==> config.mk <==
export PLATFORM = sky130hd
export DESIGN_NAME = ptm_div
export DESIGN_NICKNAME = d
export VERILOG_FILES = /design/src/rtl/ptm_pkg.sv /design/src/rtl/ptm_div.sv
export SDC_FILE = /design/constraint.sdc
export NUM_CORES = 2
export LEC_CHECK = 0
export ABC_CLOCK_PERIOD_IN_PS = 3400
export BUFFER_PORTS_ARGS = -buffer_cell sky130_fd_sc_hd__buf_2
export CAP_MARGIN = 10
export CORE_MARGIN = 4
export CORE_UTILIZATION = 58
export CTS_CLUSTER_DIAMETER = 150
export CTS_CLUSTER_SIZE = 14
export DETAILED_ROUTE_END_ITERATION = 10
export HOLD_SLACK_MARGIN = 0.08
export PLACE_DENSITY = 0.88
export SETUP_SLACK_MARGIN = 0.5
export SLEW_MARGIN = 15
export SYNTH_ARGS = -nofsm -noshare
export SYNTH_HDL_FRONTEND = slang
export SYNTH_SLANG_ARGS = --single-unit
==> constraint.sdc <==
create_clock -name clk -period 3.4 [get_ports clk]
set_input_delay 0.68 -clock clk [delete_from_list [all_inputs] [get_ports clk]]
set_output_delay 0.68 -clock clk [all_outputs]
set_load 0.02 [all_outputs]
==> src/rtl/ptm_pkg.sv <==
// Package for the PBR neutral tone mapper: shared constants, config codes and types.
// No dependencies; every other file of the block depends on it.
package ptm_pkg;

    localparam int IN_WIDTH_DEF   = 24;
    localparam int OUT_WIDTH_DEF  = 16;
    localparam int FRAC           = 16;
    localparam int Q_WIDTH        = 17;   // quotient bits of every divider, covers 0..65536
    localparam int TOE_W          = 13;   // toe only active below 0.08, fits 13 bits
    localparam int NUMQ_W         = 34;   // k*k plus rounding term
    localparam int CFG_IDX_WIDTH  = 2;
    localparam int CFG_DATA_WIDTH = 16;

    localparam logic [16:0]      ONE_Q16    = 17'h10000;
    localparam logic [TOE_W-1:0] TOE_LIMIT  = 13'd5243;
    localparam logic [TOE_W-1:0] TOE_FLAT   = 13'd2621;
    localparam logic [15:0]      CS_RESET   = 16'd49807;
    localparam logic [15:0]      DS_RESET   = 16'd9830;

    typedef enum logic [CFG_IDX_WIDTH-1:0] {
        CFG_COMPRESSION_START = 2'd0,
        CFG_DESAT_STRENGTH    = 2'd1
    } cfg_index_t;

    typedef struct packed {
        logic [15:0] compression_start;
        logic [15:0] desaturation_strength;
    } cfg_t;

endpackage

==> src/rtl/ptm_div.sv <==
// Pipelined restoring divider, one quotient bit per stage.
// Depends on ptm_pkg for the default quotient width.
module ptm_div #(
    parameter int NW = 34,
    parameter int DW = 25,
    parameter int QW = ptm_pkg::Q_WIDTH
) (
    input  logic          clk,
    input  logic          en,
    input  logic [NW-1:0] num,
    input  logic [DW-1:0] den,
    output logic [QW-1:0] quo
);
    import ptm_pkg::*;

    localparam int CW = (NW > DW + QW) ? NW : DW + QW;

    logic [NW-1:0] rem_reg [QW+1];
    logic [DW-1:0] den_reg [QW+1];
    logic [QW-1:0] quo_reg [QW+1];

    always_ff @(posedge clk)
    begin
        if (en)
        begin
            rem_reg[0] <= num;
            den_reg[0] <= den;
            quo_reg[0] <= '0;
        end
    end

    for (genvar j = 1; j <= QW; j++)
    begin : g_step
        logic [CW-1:0] trial;
        logic [CW-1:0] remx;
        logic          ge;

        always_comb
        begin
            trial = CW'(den_reg[j-1]) << (QW - j);
            remx  = CW'(rem_reg[j-1]);
            ge    = (remx >= trial);
        end

        always_ff @(posedge clk)
        begin
            if (en)
            begin
                rem_reg[j] <= ge ? NW'(remx - trial) : rem_reg[j-1];
                den_reg[j] <= den_reg[j-1];
                quo_reg[j] <= {quo_reg[j-1][QW-2:0], ge};
            end
        end
    end

    assign quo = quo_reg[QW];

endmodule

==> results.ini <==
[drt]
via_per_inst = 6.56
dr.pass1.iters = 9
drtIter0Drc = 5410
drc = 0
finalWirelength_mm = 189
vias = 46700
ant_nets = 0
wl_per_cell_um = 26.5

[timing]
tightest_slew_ns = 1.72
fin_ws_ns = -1.24
tns_ns = -54.15
post-route-period-util = 1.37
setup_violations = 122
fin_skew_ns = 0.128
maxSlewViolCount = 2
rsz0062_at_grt = yes
relSlewSlack = -0.156
hold_violations = 0
post-route-min-period_ns = 4.64
fmax_mhz = 215

[hold_path]
hold_path.class = input pin to flop

[setup_path]
critPathArrivalTime_ns = 5.16
critPathLaunchType = flop
crit_path_end_kind = flop
cp.required_ns = 3.92
path_delay_family = simple AND/OR/NAND/NOR gates
cp_slowest_cell = nand4_1
crit_type = flop to flop
path_cells = ha_1 > nand2_1 > nor3_1 > nand4_1 > nor3_4 > o31ai_4 > buf_12 > buf_6 > clkbuf_16 > nand2_2 > o21ai_2
slowest_delay_ns = 0.99
cp_max_fo = 7
path_buf_inv = 3

[global_routing]
gr-usage-all-layers = 0.273
grt.overflow.total = 0
grt_pass1_wl_mm = 234
first_global_vias = 45000
grt_max_degree = 168
antenna_found_initial = 14

[cells_and_area]
final_common_cell = edfxtp_1
largest_reg_flops = 578
final_nets = 6208
layout_common_cells = 1156 x edfxtp_1, 479 x inv_1, 478 x buf_4, 338 x a21oi_1, 297 x ha_1
fin_util = 0.720
drive_gt1_frac = 0.266
syn_to_final_growth_pct = 23.1

[clock_tree]
root_buffer = clkbuf_16
ctsLongestPathBuffers = 3
tritoncts = done
cts_inserted_buffers = 92
cts_num_sinks = 1156
clk_pin_slew_worst_paths_ns = 0.07
holdBufCountCts = 0
clk_latency_ns = 0.80
htreeDepth = 3

[flow_run]
max_cap_viol_count = 1

[synth]
synthArstFlopShare = 0
synthFlopType = edfxtp_1
synth_edf_count = 1156
syn_avg_cell_area_um2 = 11.9
synth-seq-cells = 1156
synth_seq_area_share = 0.574
synthesis.nets = 5547
syn_inst = 5073
synth_warnings = 0
ys_types = 86
syn_area_um2 = 60500

[floorplan]
start_util = 0.585
core-area_um2 = 103000
ios = 78
dieArea_um2 = 110000
fp-row-count = 118
die_w_um = 331
die_h_um = 331

[status]
violations = capacitance limit, slew limit, setup timing
status = complete, but fails checks

[place]
place_congestion = 0.984
place_ws_ns = -0.197
dp.final_hpwl_mm = 97.1
port_buffers = 77

[pwr]
cellPowerDensity_nw_per_um2 = 686
peakVddDrop_mv = 0.540
power_leakage_nw = 29.7

==> repair_timing <==
item | in CTS | in global routing
pin swaps | 131 | 213
cloned | 14 | 13
resized for setup | 362 | 571
buffers inserted | 130 | 113
endpoints found under the hold margin | 0 | 0
endpoints found under the setup margin | 422 | 424
==> metal layers <==
| metal | up-vias | share of wire | track usage |
|---|---|---|---|
| li1 | 20000 | - | - |
| met1 | 22000 | 0.28 | 0.247 |
| met2 | 3295 | 0.50 | 0.531 |
| met3 | 1441 | 0.095 | 0.0380 |
| met4 | 14 | 0.12 | 0.227 |
| met5 | - | 0.0016 | 0 |
==> worst paths after layout <==
path | startpoint | endpoint | slack [ns] | cells after the start
setup / recovery | rem_reg[0][32] | rem_reg[1][23] | -1.24 | 11
hold / removal | num[24] | rem_reg[0][24] | 0.06 | 1
setup reg to reg | rem_reg[0][32] | rem_reg[1][23] | -1.24 | 11
hold reg to reg | den_reg[2][15] | den_reg[3][15] | 0.36 | 0
==> cell families (layout without fill, tap and decap cells) <==
kind of cell,Yosys count,in the layout,share of synthesized area
flops,1156,1156,0.574
other cells,0,6,0
simple gates,1135,1135,0.0913
compound gates,1257,1260,0.131
mux,170,170,0.0314
xor+xnor,323,323,0.0467
fa+ha+maj,413,413,0.0874
buf+inv,619,1283,0.0388
==> through the flow <==
stage	hold slack (ns)	instance area, um^2	total power, mW	cells
floorplan	0.400	60800	31.3	5073
global placement	0.401	65200	35.9	6750
detailed placement	0.405	65200	36.5	6750
CTS	0.0876	70900	47.7	6994
global route	0.0633	74500	53.2	7121
finish	0.0623	74500	51.1	7126
==> where the power goes <==
group,leakage (nW),internal [mW],switching [mW]
registers,11.3,18.7,1.48
logic,17.2,9.51,11.2
clock network,1.22,4.87,5.26
total,29.7,33.1,18.0
==> cell usage after synthesis, types with 17 or more instances <==
| master | instances | area, um^2 |
|---|---|---|
| edfxtp_1 | 1156 | 34700 |
| o21bai_1 | 46 | 345 |
| xnor2_1 | 195 | 1710 |
| nor4_1 | 46 | 288 |
| xor2_1 | 128 | 1120 |
| o31ai_1 | 35 | 263 |
| nor2b_1 | 59 | 369 |
| o211ai_1 | 29 | 218 |
| nor3_1 | 77 | 385 |
| a21oi_1 | 396 | 1980 |
| and3_1 | 26 | 163 |
| nor2_1 | 327 | 1230 |
| ha_1 | 397 | 4970 |
| and2_1 | 18 | 113 |
| nand2b_1 | 47 | 294 |
| nand2_1 | 297 | 1110 |
| inv_1 | 508 | 1910 |
| o21a_1 | 56 | 420 |
| o21ai_0 | 288 | 1440 |
| mux2_2 | 158 | 1780 |
| nand3_1 | 63 | 315 |
| a21boi_0 | 21 | 158 |
| nand4_1 | 59 | 369 |
| a31oi_1 | 31 | 194 |
| a21o_1 | 171 | 1280 |
| nor4b_1 | 17 | 149 |
| or2_2 | 22 | 138 |
| clkbuf_1 | 89 | 334 |
| a211oi_1 | 43 | 323 |
| or3_1 | 21 | 131 |
==> layout make-up <==
type / instances / area, um^2
antenna: 6 / 15.0
clock buffer: 92 / 2300
clock inverter: 8 / 219
fill: 5846 / 29000
inverter: 510 / 1920
multi-input combinational: 3301 / 27600
sequential: 1156 / 34700
tap: 1380 / 1730
timing repair buffer: 673 / 6020
(Power assumes the default switching activity.)
