--- config.mk ---
export PLATFORM = sky130hd
export DESIGN_NAME = ptm_prep
export DESIGN_NICKNAME = d
export VERILOG_FILES = /design/src/rtl/ptm_pkg.sv /design/src/rtl/ptm_prep.sv
export SDC_FILE = /design/constraint.sdc
export NUM_CORES = 2
export LEC_CHECK = 0
export ABC_CLOCK_PERIOD_IN_PS = 12650
export BUFFER_PORTS_ARGS = -buffer_cell sky130_fd_sc_hd__buf_2
export CAP_MARGIN = 0
export CORE_AREA = 5 5 237 239
export CTS_CLUSTER_DIAMETER = 150
export DETAILED_ROUTE_END_ITERATION = 10
export DIE_AREA = 0 0 242 244
export PLACE_DENSITY_LB_ADDON = 0.25
export SLEW_MARGIN = 20
export SYNTH_ARGS = -nofsm -noshare
export SYNTH_HDL_FRONTEND = slang
export SYNTH_SLANG_ARGS = --single-unit
--- constraint.sdc ---
create_clock -name clk -period 12.65 [get_ports clk]
set_input_delay 3.795 -clock clk [delete_from_list [all_inputs] [get_ports clk]]
set_output_delay 3.795 -clock clk [all_outputs]
set_load 0.01 [all_outputs]
--- src/rtl/ptm_pkg.sv ---
// Package for the PBR neutral tone mapper: shared constants, config codes and types.
// No dependencies; every other file of the block depends on it.
package ptm_pkg;

    localparam int IN_WIDTH_DEF   = 24;
    localparam int OUT_WIDTH_DEF  = 16;
    localparam int FRAC           = 16;
    localparam int Q_WIDTH        = 17;   // quotient bits of every divider, covers 0..65536
    localparam int TOE_W          = 13;   // toe only active below 0.08, fits 13 bits
    localparam int NUMQ_W         = 34;   // k*k plus rounding term
    localparam int CFG_IDX_WIDTH  = 2;
    localparam int CFG_DATA_WIDTH = 16;

    localparam logic [16:0]      ONE_Q16    = 17'h10000;
    localparam logic [TOE_W-1:0] TOE_LIMIT  = 13'd5243;
    localparam logic [TOE_W-1:0] TOE_FLAT   = 13'd2621;
    localparam logic [15:0]      CS_RESET   = 16'd49807;
    localparam logic [15:0]      DS_RESET   = 16'd9830;

    typedef enum logic [CFG_IDX_WIDTH-1:0] {
        CFG_COMPRESSION_START = 2'd0,
        CFG_DESAT_STRENGTH    = 2'd1
    } cfg_index_t;

    typedef struct packed {
        logic [15:0] compression_start;
        logic [15:0] desaturation_strength;
    } cfg_t;

endpackage

--- src/rtl/ptm_prep.sv ---
// Front stages: darkest channel, toe offset, brightest channel, compression divide operands.
// Depends on ptm_pkg.
module ptm_prep #(
    parameter int IN_WIDTH = ptm_pkg::IN_WIDTH_DEF
) (
    input  logic                              clk,
    input  logic                              rst_n,
    input  logic                              en,
    input  logic                              in_valid,
    input  logic [2:0][IN_WIDTH-1:0]          in_c,
    input  ptm_pkg::cfg_t                     cfg,
    output logic                              out_valid,
    output logic [2:0][IN_WIDTH-1:0]          out_c,
    output logic [IN_WIDTH-1:0]               out_b,
    output logic                              out_lin,
    output logic [IN_WIDTH:0]                 out_den,
    output logic [ptm_pkg::NUMQ_W-1:0]        out_num
);
    import ptm_pkg::*;

    localparam int W = IN_WIDTH;

    // stage A: minimum and square
    logic [W-1:0]           d;
    logic                   d_lt;
    logic [2*TOE_W-1:0]     sq;
    logic                   a_valid_reg;
    logic [2:0][W-1:0]      a_c_reg;
    logic                   a_lt_reg;
    logic [TOE_W-1:0]       a_d_reg;
    logic [2*TOE_W-1:0]     a_sq_reg;

    always_comb
    begin
        d = in_c[0];
        if (in_c[1] < d)
        begin
            d = in_c[1];
        end
        if (in_c[2] < d)
        begin
            d = in_c[2];
        end
        d_lt = (d < W'(TOE_LIMIT));
        sq   = (2*TOE_W)'(d[TOE_W-1:0]) * (2*TOE_W)'(d[TOE_W-1:0]);
    end

    // stage B: toe offset subtracted
    logic [30:0]            sc;
    logic [TOE_W-1:0]       off;
    logic                   b_valid_reg;
    logic [2:0][W-1:0]      b_c_reg;

    always_comb
    begin
        sc  = 31'(a_sq_reg) * 31'd25 + 31'h20000;
        off = a_lt_reg ? (a_d_reg - sc[30:18]) : TOE_FLAT;
    end

    // stage C: brightest channel and divide operands
    logic [W-1:0]           bmax;
    logic [16:0]            k;
    logic [W:0]             den;
    logic [NUMQ_W-1:0]      kk;

    always_comb
    begin
        bmax = b_c_reg[0];
        if (b_c_reg[1] > bmax)
        begin
            bmax = b_c_reg[1];
        end
        if (b_c_reg[2] > bmax)
        begin
            bmax = b_c_reg[2];
        end
        k   = ONE_Q16 - {1'b0, cfg.compression_start};
        den = (W+1)'(bmax) + (W+1)'(k) - (W+1)'(cfg.compression_start);
        kk  = NUMQ_W'(k) * NUMQ_W'(k);
    end

    always_ff @(posedge clk or negedge rst_n)
    begin
        if (!rst_n)
        begin
            a_valid_reg <= 1'b0;
            b_valid_reg <= 1'b0;
            out_valid   <= 1'b0;
        end
        else if (en)
        begin
            a_valid_reg <= in_valid;
            b_valid_reg <= a_valid_reg;
            out_valid   <= b_valid_reg;
        end
    end

    always_ff @(posedge clk)
    begin
        if (en)
        begin
            a_c_reg  <= in_c;
            a_lt_reg <= d_lt;
            a_d_reg  <= d[TOE_W-1:0];
            a_sq_reg <= sq;
            for (int i = 0; i < 3; i++)
            begin
                b_c_reg[i] <= a_c_reg[i] - W'(off);
            end
            out_c   <= b_c_reg;
            out_b   <= bmax;
            out_lin <= (bmax < W'(cfg.compression_start));
            out_den <= den;
            out_num <= kk + NUMQ_W'(den >> 1);
        end
    end

endmodule

==> impl_metrics.tcl <==
set metrics [dict create \
    ff2ff_setup_slack_ps 480 \
    max_stage_delay_ps 520 \
    hold_viol_final 0 \
    synthCells 3191 \
    arrival_ps 12980 \
    crit_path_start_kind "input pin" \
    critical_path_buf_inv_count 11 \
    yosysTopAreaCell "edfxtp_1" \
    yosysMostFrequentCell "inv_1" \
    hold-path-endpoint "out_c[13]$_DFFE_PP_" \
    start_util_pct 62.2 \
    place.port_buffers 248 \
    met3_length_mm 5.25 \
    yosys_register_bits 340 \
    hold_buffers 0 \
    drc_errors 0 \
    synthTopCellsByArea "edfxtp_1 (30%), fa_1 (20%), ha_1 (16%)" \
    ys_warn_count 0 \
    placedCellCount 4538 \
    drtIter0Drc 1798 \
    avgSynthCellArea_um2 10.5 \
    syn2layout_area_growth_pct 24.4 \
    reg2reg_depth 60 \
    dr.pass1.iters 5 \
    clock_tree.root_cell "clkbuf_16" \
    violations "negative setup slack" \
    avgViaCountPerCell 5.64 \
    tightest_slew_ps 1080 \
    whs_path_depth 0 \
    clk_pin_slew_ps 60 \
    synth_seq_area_share_pct 30.6 \
    critical-path-top-delay-family "adder cells" \
    crit_type "input pin to flop" \
    vias 26300 \
    cp_data_required_time_ps 12960 \
    grt_first_pass_wirelength_mm 148 \
    clk_path_buf_depth 3 \
    status "finished with violations" \
    cts_tree "built" \
    wl_met1_mm 35.6 \
    final_nets 4808 \
    cts_buffers 40 \
    wire_per_inst_um 20.5 \
    antenna_found_initial 3 \
    setup_ws_ps -18.1 \
    synthTopCellsByCount "inv_1 (604), ha_1 (438), edfxtp_1 (337), fa_1 (337), nor2_1 (326)" \
    fmax_ghz 0.0789 \
    top_layer_used "met5" \
    die_h_um 244 \
    ys_async_sr_fraction_pct 0.882 \
    design.die.area_um2 59000 \
    r2r_end "out_num[32]$_DFFE_PP_" \
    synth_flop_cell "edfxtp_1" \
    io_pins 265 \
    drv_cap 0 \
    end_kind "flop" \
    hp-start "b_c_reg[13]$_DFFE_PP_" \
    setup_violations 1 \
    crit_fanout 8 \
    layout_min_cycle_time_ps 12670 \
    fin_crit_sh_pct 100 \
    rows 85 \
    dr_wl_met2_mm 49.7 \
    place_ws_ps -1040 \
    gp_congestion 0.952 \
    grt_pass1_vias 28600 \
    regToRegStartpoint "b_c_reg[17]$_DFFE_PP_" \
    core-area_um2 53600 \
    num-fill-cells 3446 \
    synth_edf_count 337 \
    routed_wl_mm 95.6 \
    grt_max_degree 106 \
    drive_gt1_share_pct 25.0 \
    min-delay-path-class "flop to flop" \
    syn_area_um2 33400 \
    clock_latency_ps 580 \
    synth_top_area_share_pct 30.3 \
    dp_hpwl_mm 76.8 \
    worst_clock_skew_ps 22.7 \
    slew_headroom_pct 28.2 \
    cp_slowest_cell "fa_1" \
    h-tree-depth 2 \
    fin_cells 4655 \
    drv_slew 0 \
    grt-ovfl-total 0 \
    ys_types 71 \
    postRouteAntennaNets 0 \
    cts_sinks 340 \
    chipWidth_um 242 \
    grt_usage_pct 31.4 \
]
metrics by stage:
| stage | hold slack (ps) | setup TNS [ps] | util [%] | cell area (um2) |
|---|---|---|---|---|
| 3_3_place_gp | 458 | -5990 | 72.3 | 38800 |
| 5_1_grt | 495 | -508 | 77.4 | 41500 |
| 3_5_place_dp | 464 | -7680 | 72.3 | 38800 |
| 2_1_floorplan | 426 | 0 | - | 33500 |
| 4_1_cts | 466 | 0 | 75.5 | 40400 |
| 6_report | 472 | -18.1 | 77.4 | 41500 |
area by class of cell:
type	instances	area (um2)	share of cell area, %
inverter	611	2290	5.53
multi-input combinational	2208	21700	52.2
sequential	340	10200	24.6
clock buffer	46	1040	2.52
antenna	2	5.00	0.0121
clock inverter	28	349	0.841
timing repair buffer	724	5090	12.3
tap	696	871	2.10
cells in the final DEF (no fill, tap or decap), types with 14 or more instances in the layout:
master,n
inv_2,15
nor2b_1,23
buf_4,443
o21a_1,50
nand2_1,156
a31oi_1,14
a21oi_1,115
clkbuf_16,42
or3_1,14
fa_1,331
o21ai_0,73
inv_1,593
nand2b_1,24
xor2_1,34
buf_2,245
mux2i_1,19
xnor2_1,138
edfxtp_1,337
and3_1,17
nand4_1,27
nor2_1,306
nand3_1,31
nor2_2,14
nor3_1,34
ha_4,14
buf_6,21
a21oi_2,19
ha_1,424
o21bai_1,18
a21o_1,54
mux2_2,25
worst max-delay path by stage:
| stage | start | endpoint | slack [ps] | depth (start not counted) |
|---|---|---|---|---|
| after detailed placement | in_c[5] | a_sq_reg[25]$_DFFE_PP_ | -1040 | 46 |
| after global placement | in_c[5] | a_sq_reg[25]$_DFFE_PP_ | -920 | 45 |
| after floorplan | in_c[5] | a_sq_reg[25]$_DFFE_PP_ | 6 | 40 |
| final | in_c[5] | a_sq_reg[25]$_DFFE_PP_ | -20 | 45 |
| after global routing | in_c[5] | a_sq_reg[25]$_DFFE_PP_ | -260 | 46 |
| after CTS | in_c[5] | a_sq_reg[25]$_DFFE_PP_ | 20 | 48 |
cell families after synthesis:
| family | synth area share, % |
|---|---|
| DFF | 30.6 |
| adders and majority gates | 36.6 |
| other | 0.0225 |
| xor gates and xnor gates | 4.72 |
| and+or+nand+nor | 9.86 |
| buffers and inverters | 7.43 |
| muxes | 1.92 |
| AOI/OAI and AO/OA | 8.84 |
routing by layer:
metal,vias up,global-route usage (%)
met5,-,0
met4,2,13.3
met3,288,4.43
met2,920,58.6
met1,12900,36.4
li1,12100,-
timing repair:
item	CTS	global route
endpoints found under the setup margin	9	26
setup buffers	9	32
gates cloned	2	2
pin swaps	24	96
resized for setup	46	170
Power is not shown: default switching activity piles up to over one toggle a cycle in this logic, so the estimate is an artifact.
