**src/rtl/ptm_pkg.sv**
```systemverilog
// Package for the PBR neutral tone mapper: shared constants, config codes and types.
// No dependencies; every other file of the block depends on it.
package ptm_pkg;

    localparam int IN_WIDTH_DEF   = 24;
    localparam int OUT_WIDTH_DEF  = 16;
    localparam int FRAC           = 16;
    localparam int Q_WIDTH        = 17;   // quotient bits of every divider, covers 0..65536
    localparam int TOE_W          = 13;   // toe only active below 0.08, fits 13 bits
    localparam int NUMQ_W         = 34;   // k*k plus rounding term
    localparam int CFG_IDX_WIDTH  = 2;
    localparam int CFG_DATA_WIDTH = 16;

    localparam logic [16:0]      ONE_Q16    = 17'h10000;
    localparam logic [TOE_W-1:0] TOE_LIMIT  = 13'd5243;
    localparam logic [TOE_W-1:0] TOE_FLAT   = 13'd2621;
    localparam logic [15:0]      CS_RESET   = 16'd49807;
    localparam logic [15:0]      DS_RESET   = 16'd9830;

    typedef enum logic [CFG_IDX_WIDTH-1:0] {
        CFG_COMPRESSION_START = 2'd0,
        CFG_DESAT_STRENGTH    = 2'd1
    } cfg_index_t;

    typedef struct packed {
        logic [15:0] compression_start;
        logic [15:0] desaturation_strength;
    } cfg_t;

endpackage

```
**src/rtl/ptm_blend.sv**
```systemverilog
// Back stages: desaturation blend products, rounding and saturation to output codes.
// Depends on ptm_pkg.
module ptm_blend #(
    parameter int IN_WIDTH  = ptm_pkg::IN_WIDTH_DEF,
    parameter int OUT_WIDTH = ptm_pkg::OUT_WIDTH_DEF
) (
    input  logic                                clk,
    input  logic                                rst_n,
    input  logic                                en,
    input  logic                                in_valid,
    input  logic                                in_lin,
    input  logic [IN_WIDTH-1:0]                 in_b,
    input  logic [16:0]                         in_nb,
    input  logic [2:0][IN_WIDTH-1:0]            in_c,
    input  logic [ptm_pkg::Q_WIDTH-1:0]         in_w,
    input  logic [2:0][ptm_pkg::Q_WIDTH-1:0]    in_s,
    output logic                                out_valid,
    output logic [2:0][OUT_WIDTH-1:0]           out_pix
);
    import ptm_pkg::*;

    localparam int W  = IN_WIDTH;
    localparam int O  = OUT_WIDTH;
    localparam int XW = (W > 19) ? W : 19;
    localparam int SH = FRAC - O;

    function automatic logic [O-1:0] to_out(input logic [XW-1:0] x);
        logic [XW+1:0] y;
        y = ((XW+2)'({x, 1'b0}) >> SH) + (XW+2)'(1);
        y = y >> 1;
        if (y > (XW+2)'((1 << O) - 1))
        begin
            return {O{1'b1}};
        end
        return y[O-1:0];
    endfunction

    logic [2:0][Q_WIDTH-1:0] s_fix;
    logic [16:0]             omw;
    logic                    g_valid_reg;
    logic                    g_lin_reg;
    logic [2:0][W-1:0]       g_c_reg;
    logic [2:0][33:0]        g_p1_reg;
    logic [33:0]             g_p2_reg;

    always_comb
    begin
        // zero brightness: ratio undefined, scaled channels taken as zero
        for (int i = 0; i < 3; i++)
        begin
            s_fix[i] = (in_b == '0) ? '0 : in_s[i];
        end
        omw = ONE_Q16 - in_w;
    end

    always_ff @(posedge clk or negedge rst_n)
    begin
        if (!rst_n)
        begin
            g_valid_reg <= 1'b0;
        end
        else if (en)
        begin
            g_valid_reg <= in_valid;
        end
    end

    always_ff @(posedge clk)
    begin
        if (en)
        begin
            g_lin_reg <= in_lin;
            g_c_reg   <= in_c;
            for (int i = 0; i < 3; i++)
            begin
                g_p1_reg[i] <= 34'(s_fix[i]) * 34'(omw);
            end
            g_p2_reg <= 34'(in_nb) * 34'(in_w);
        end
    end

    logic [34:0] sum [3];

    always_comb
    begin
        for (int i = 0; i < 3; i++)
        begin
            sum[i] = 35'(g_p1_reg[i]) + 35'(g_p2_reg) + 35'h8000;
            out_pix[i] = g_lin_reg ? to_out(XW'(g_c_reg[i])) : to_out(XW'(sum[i][34:16]));
        end
    end

    assign out_valid = g_valid_reg;

endmodule
```
**config.mk**
```make
export PLATFORM = sky130hd
export DESIGN_NAME = ptm_blend
export DESIGN_NICKNAME = d
export VERILOG_FILES = /design/src/rtl/ptm_pkg.sv /design/src/rtl/ptm_blend.sv
export SDC_FILE = /design/constraint.sdc
export NUM_CORES = 2
export LEC_CHECK = 0
export BUFFER_PORTS_ARGS = -buffer_cell sky130_fd_sc_hd__buf_2
export CAP_MARGIN = 15
export CORE_MARGIN = 4
export CORE_UTILIZATION = 59
export CTS_BUF_LIST = sky130_fd_sc_hd__clkbuf_4
export DETAILED_ROUTE_END_ITERATION = 8
export PLACE_DENSITY = 0.87
export SETUP_SLACK_MARGIN = 0.3
export SKIP_LAST_GASP = 1
export SYNTH_ARGS = -nofsm -noshare
export SYNTH_HDL_FRONTEND = slang
export SYNTH_SLANG_ARGS = --single-unit
```
**constraint.sdc**
```tcl
create_clock -name clk -period 3.89 [get_ports clk]
set_clock_uncertainty 0.2 [all_clocks]
set_input_delay 0.389 -clock clk [delete_from_list [all_inputs] [get_ports clk]]
set_output_delay 0.389 -clock clk [all_outputs]
set_load 0.02 [all_outputs]
```
==> results of run 1 <==
==> stage by stage <==
| stage | TNS [ps] | setup slack [ps] |
|---|---|---|
| 2_1_floorplan | -280290 | -4110 |
| 3_3_place_gp | -377470 | -4270 |
| 3_5_place_dp | -397660 | -4460 |
| 4_1_cts | -309030 | -3270 |
==> logic make-up after synthesis <==
group | share of synthesized area (%)
XOR/XNOR | 3.38
multiplexers | 0.0432
AND/OR/NAND/NOR | 14.2
buffers and inverters | 10.1
flip-flops | 12.8
adder cells (fa/ha/maj) | 52.4
AO/OA/AOI/OAI | 7.10
==> timing repair <==
action | CTS
gates resized for setup | 378
hold buffers | 84
cloned | 7
pin swaps | 142
hold endpoints to repair | 113
endpoints found under the setup margin | 167
buffers inserted | 96
==> metal layers <==
metal / GRT overflow / track usage (%)
met1: 0 / 62.7
met2: 2 / 80.3
met3: 0 / 58.0
met4: 9 / 65.8
met5: 0 / 26.8
==> impl_metrics.py, run 1 <==
metrics = {
    "synthesis": {
        "synth_top_area_share_pct": 36.4,
        "synthesis.area_mm2": 0.0493,
        "synth_most_common_cell": "inv_1",
        "syn_nets": 7117,
        "synth-async-reset-ratio_pct": 0.476,
        "synth_cell_types": 82,
        "avgSynthCellArea_um2": 9.11,
        "yosysWarnings": 0,
        "seq_area_frac_synth_pct": 12.8,
        "synth_top_cell_by_area": "fa_1",
        "synthCells": 5407,
        "yosys-top-cells-count": "inv_1 (1,110), fa_1 (896), nand2_1 (818), ha_1 (628), nor2_1 (474)",
        "synth_area_leaders": "fa_1 (36%), ha_1 (16%), edfxtp_1 (13%)",
        "ys_ff_latch": 210,
        "synth_edf_count": 209,
        "synth_ff_type": "edfxtp_1",
    },
    "grt": {
        "grt.total_usage_pct": 66.1,
        "globalRouteOverflowTotal": 11,
        "grt_start_max_net_pins": 87,
    },
    "clocking": {
        "htree_levels": 2,
        "clock-sinks": 210,
        "numCtsBuffers": 58,
        "clockBufferDepth": 3,
        "ctsRootBufferMaster": "clkbuf_4",
    },
    "floorplan": {
        "boundaryPins": 235,
        "initial_utilization_pct": 59.8,
        "fp-row-count": 105,
        "die_width_um": 297,
        "die_y_um": 297,
    },
    "placement": {
        "placedCellCount": 7355,
        "port_buffers": 234,
        "gp_congestion": 1.04,
        "placed_area_mm2": 0.0586,
        "dpl.hpwl_um": 139000,
    },
    "sta": {
        "worstEpCategory": "sequential cell input",
        "grt-worst-endpoint": "g_p1_reg[67]$_DFFE_PP_/D",
    },
    "status": {
        "status": "did not finish",
        "haltStage": "5_1_grt",
        "firstError": "[ERROR GRT-0232] Routing congestion too high. Check the congestion heatmap in the GUI.",
    },
}
==> inputs of run 2 (changes only) <==
Settings changed: CORE_UTILIZATION 59 to 40, CTS_BUF_LIST sky130_fd_sc_hd__clkbuf_4 to unset, PLACE_DENSITY 0.87 to unset, PLACE_DENSITY_LB_ADDON set to 0.15, SETUP_SLACK_MARGIN 0.3 to unset.
Clock period 3.89 ns to 5.06 ns, I/O delays scaled along.
==> run 2 against run 1 <==
Net effect: the flow now finishes, with violations (setup timing); area after synthesis unchanged; synthesized cell count unchanged.
==> impl_metrics.py, run 2 <==
metrics = {
    "synthesis": {
        "yosysWarnings": 0,
        "avgSynthCellArea_um2": 9.11,
        "synthCells": 5407,
        "synth-async-reset-ratio_pct": 0.476,
        "synth_area_leaders": "fa_1 (36%), ha_1 (16%), edfxtp_1 (13%)",
        "ys_ff_latch": 210,
        "synthesis.area_mm2": 0.0493,
        "synth_top_area_share_pct": 36.4,
        "synth_ff_type": "edfxtp_1",
        "synth_cell_types": 82,
        "synth_most_common_cell": "inv_1",
        "yosys-top-cells-count": "inv_1 (1,110), fa_1 (896), nand2_1 (818), ha_1 (628), nor2_1 (474)",
        "synth_top_cell_by_area": "fa_1",
        "seq_area_frac_synth_pct": 12.8,
        "syn_nets": 7117,
        "synth_edf_count": 209,
    },
    "layout": {
        "num-nets-final": 8132,
        "final_area_mm2": 0.0635,
        "final_cell_mix": "inv_1 (1,077), fa_1 (877), nand2_1 (786), buf_4 (780), ha_1 (576)",
        "layout_commonest_cell": "inv_1",
        "regArea_mm2": 0.00630,
        "multi_input_area_mm2": 0.0404,
        "drive_above_1_share_pct": 23.9,
        "synthToLayoutAreaGrowth_pct": 28.9,
        "final_cells": 8071,
        "largest_reg_flops": 102,
        "fill_cells": 11388,
    },
    "drt": {
        "drt-vias-per-instance": 4.99,
        "vias": 40255,
        "wire_per_inst_um": 20.8,
        "drtPass1Iterations": 8,
        "drt-initial-drc-count": 2562,
        "post-route-drc-count": 0,
        "ant_nets": 0,
        "wirelength_um": 168000,
    },
    "sta": {
        "fin_ws_ps": -2570,
        "hold_viol": 0,
        "fin_crit_sh_pct": 151,
        "setup_viol": 152,
        "slew_headroom_pct": 37.9,
        "worstMarginPinSlew_ps": 926,
        "rsz0062_at_grt": "true",
        "fmax_mhz": 131,
        "hold-worst-slack_ps": 349,
        "drv_slew": 0,
        "post-route-min-period_ps": 7630,
    },
    "floorplan": {
        "die_width_um": 359,
        "initial_utilization_pct": 40.4,
        "design.core.area_mm2": 0.122,
        "die-area_mm2": 0.129,
        "die_y_um": 359,
        "boundaryPins": 235,
        "fp-row-count": 128,
    },
    "placement": {
        "port_buffers": 234,
        "placed_area_mm2": 0.0590,
        "gp_congestion": 0.929,
        "dpl.hpwl_um": 142000,
        "placedCellCount": 7861,
    },
    "grt": {
        "grt_pass1_vias": 43105,
        "grt.total_usage_pct": 26.1,
        "grt_first_pass_wirelength_um": 258000,
        "globalRouteOverflowTotal": 0,
        "grt_start_max_net_pins": 105,
        "antenna_found_initial": 6,
    },
    "status": {
        "status": "finished with violations",
        "violations": "setup timing",
    },
    "clocking": {
        "clock-sinks": 210,
        "path_clk_slew_ps": 60,
        "numCtsBuffers": 28,
        "clk_latency_ps": 600,
        "ctsRootBufferMaster": "clkbuf_16",
        "cts_tree": "done",
        "htree_levels": 1,
        "clockBufferDepth": 3,
    },
    "setup_path": {
        "critPathSlowestCell": "or4_4",
        "crit_top_cell": "fa_1",
        "r2r-end": "out_valid$_DFFE_PN0P_",
        "reg2reg_slack_ps": 4090,
        "endpoint_kind": "register",
        "path_max_fanout": 3,
        "crit_path_start_kind": "primary input",
        "rr_worst_depth": 1,
        "crit_required_ps": 5170,
        "critPathKind": "in -> reg",
        "worst_path_largest_cell_delay_ps": 570,
        "critPathArrivalTime_ps": 7730,
        "reg2reg_from": "out_valid$_DFFE_PN0P_",
    },
    "worst_hold_path": {
        "min_path_cells": 1,
        "worstHoldStart": "out_valid$_DFFE_PN0P_",
        "whs_endpoint": "out_valid$_DFFE_PN0P_",
        "hold_path_class": "reg -> reg",
    },
    "run": {
        "maxCapViolCount": 0,
    },
}
## run 2: cell counts after synthesis
No cell type changed its count.
## run 2: metrics by stage
stage | utilization, % | worst slack [ps] | TNS (ps)
floorplan | - | -3060 | -161090
detailed placement | 48.4 | -3380 | -252140
finish | 52.0 | -2570 | -168220
CTS | 51.4 | -2620 | -169170
global placement | 48.4 | -3340 | -249500
global route | 52.0 | -2720 | -198770
## run 2: cells by family (layout without fill, tap and decap cells)
family / count (synthesis) / after routing / synth area share (%)
mux: 2 / 2 / 0.0432
xor+xnor: 189 / 189 / 3.38
simple gates: 1645 / 1645 / 14.2
compound gates: 514 / 514 / 7.10
fa+ha+maj: 1524 / 1524 / 52.4
buf+inv: 1323 / 2360 / 10.1
other cells: 0 / 2 / 0
flops: 210 / 210 / 12.8
## run 2: area by class of cell
class                           instances  share of cell area (%)
Clock buffer                           33                    1.18
Tap cell                             1625                    3.20
Clock inverter                         19                   0.469
Antenna cell                            2                 0.00788
Multi-Input combinational cell       3874                    63.6
Sequential cell                       210                    9.93
Inverter                             1110                    6.59
Timing Repair Buffer                 1198                    15.0
## run 2: worst max path at each step
stage	slack (ps)	end	from	depth (start not counted)
final	-2570	g_p1_reg[100]$_DFFE_PP_	in_w[3]	29
after detailed placement	-3380	g_p1_reg[32]$_DFFE_PP_	in_w[3]	29
after global routing	-2720	g_p1_reg[100]$_DFFE_PP_	in_w[3]	30
after floorplan	-3060	g_p1_reg[100]$_DFFE_PP_	in_w[1]	29
after global placement	-3340	g_p1_reg[32]$_DFFE_PP_	in_w[2]	29
after CTS	-2620	g_p1_reg[100]$_DFFE_PP_	in_w[2]	29
## run 2: worst max-delay path, delay by kind of cell
| family | cells | cell delay (ps) |
|---|---|---|
| and+or+nand+nor | 7 | 2010 |
| buffers and inverters | 5 | 410 |
| adders and majority gates | 7 | 3030 |
| AOI/OAI and AO/OA | 8 | 1460 |
| xor gates and xnor gates | 2 | 330 |
## run 2: per-layer routing
layer  vias to the layer above  global-route usage [%]  wire length (um)
met5                         -                       0                 0
met4                         0                    8.60              7080
met3                       242                    5.50             12900
met2                      1285                    41.7             75100
met1                     19953                    35.5             72400
li1                      18775                       -                 -
## run 2: what timing repair did
| item | in CTS | in global routing |
|---|---|---|
| pin swaps | 114 | 117 |
| gates cloned | 0 | 3 |
| buffers inserted | 82 | 32 |
| hold endpoints to repair | 75 | 0 |
| setup endpoints to repair | 157 | 155 |
| gates resized for setup | 275 | 139 |
| hold buffers | 76 | 0 |
Power of run 2 is left out: the tool's default activity adds up to more than one toggle a clock period on the data nets, which glitch-free logic cannot reach.
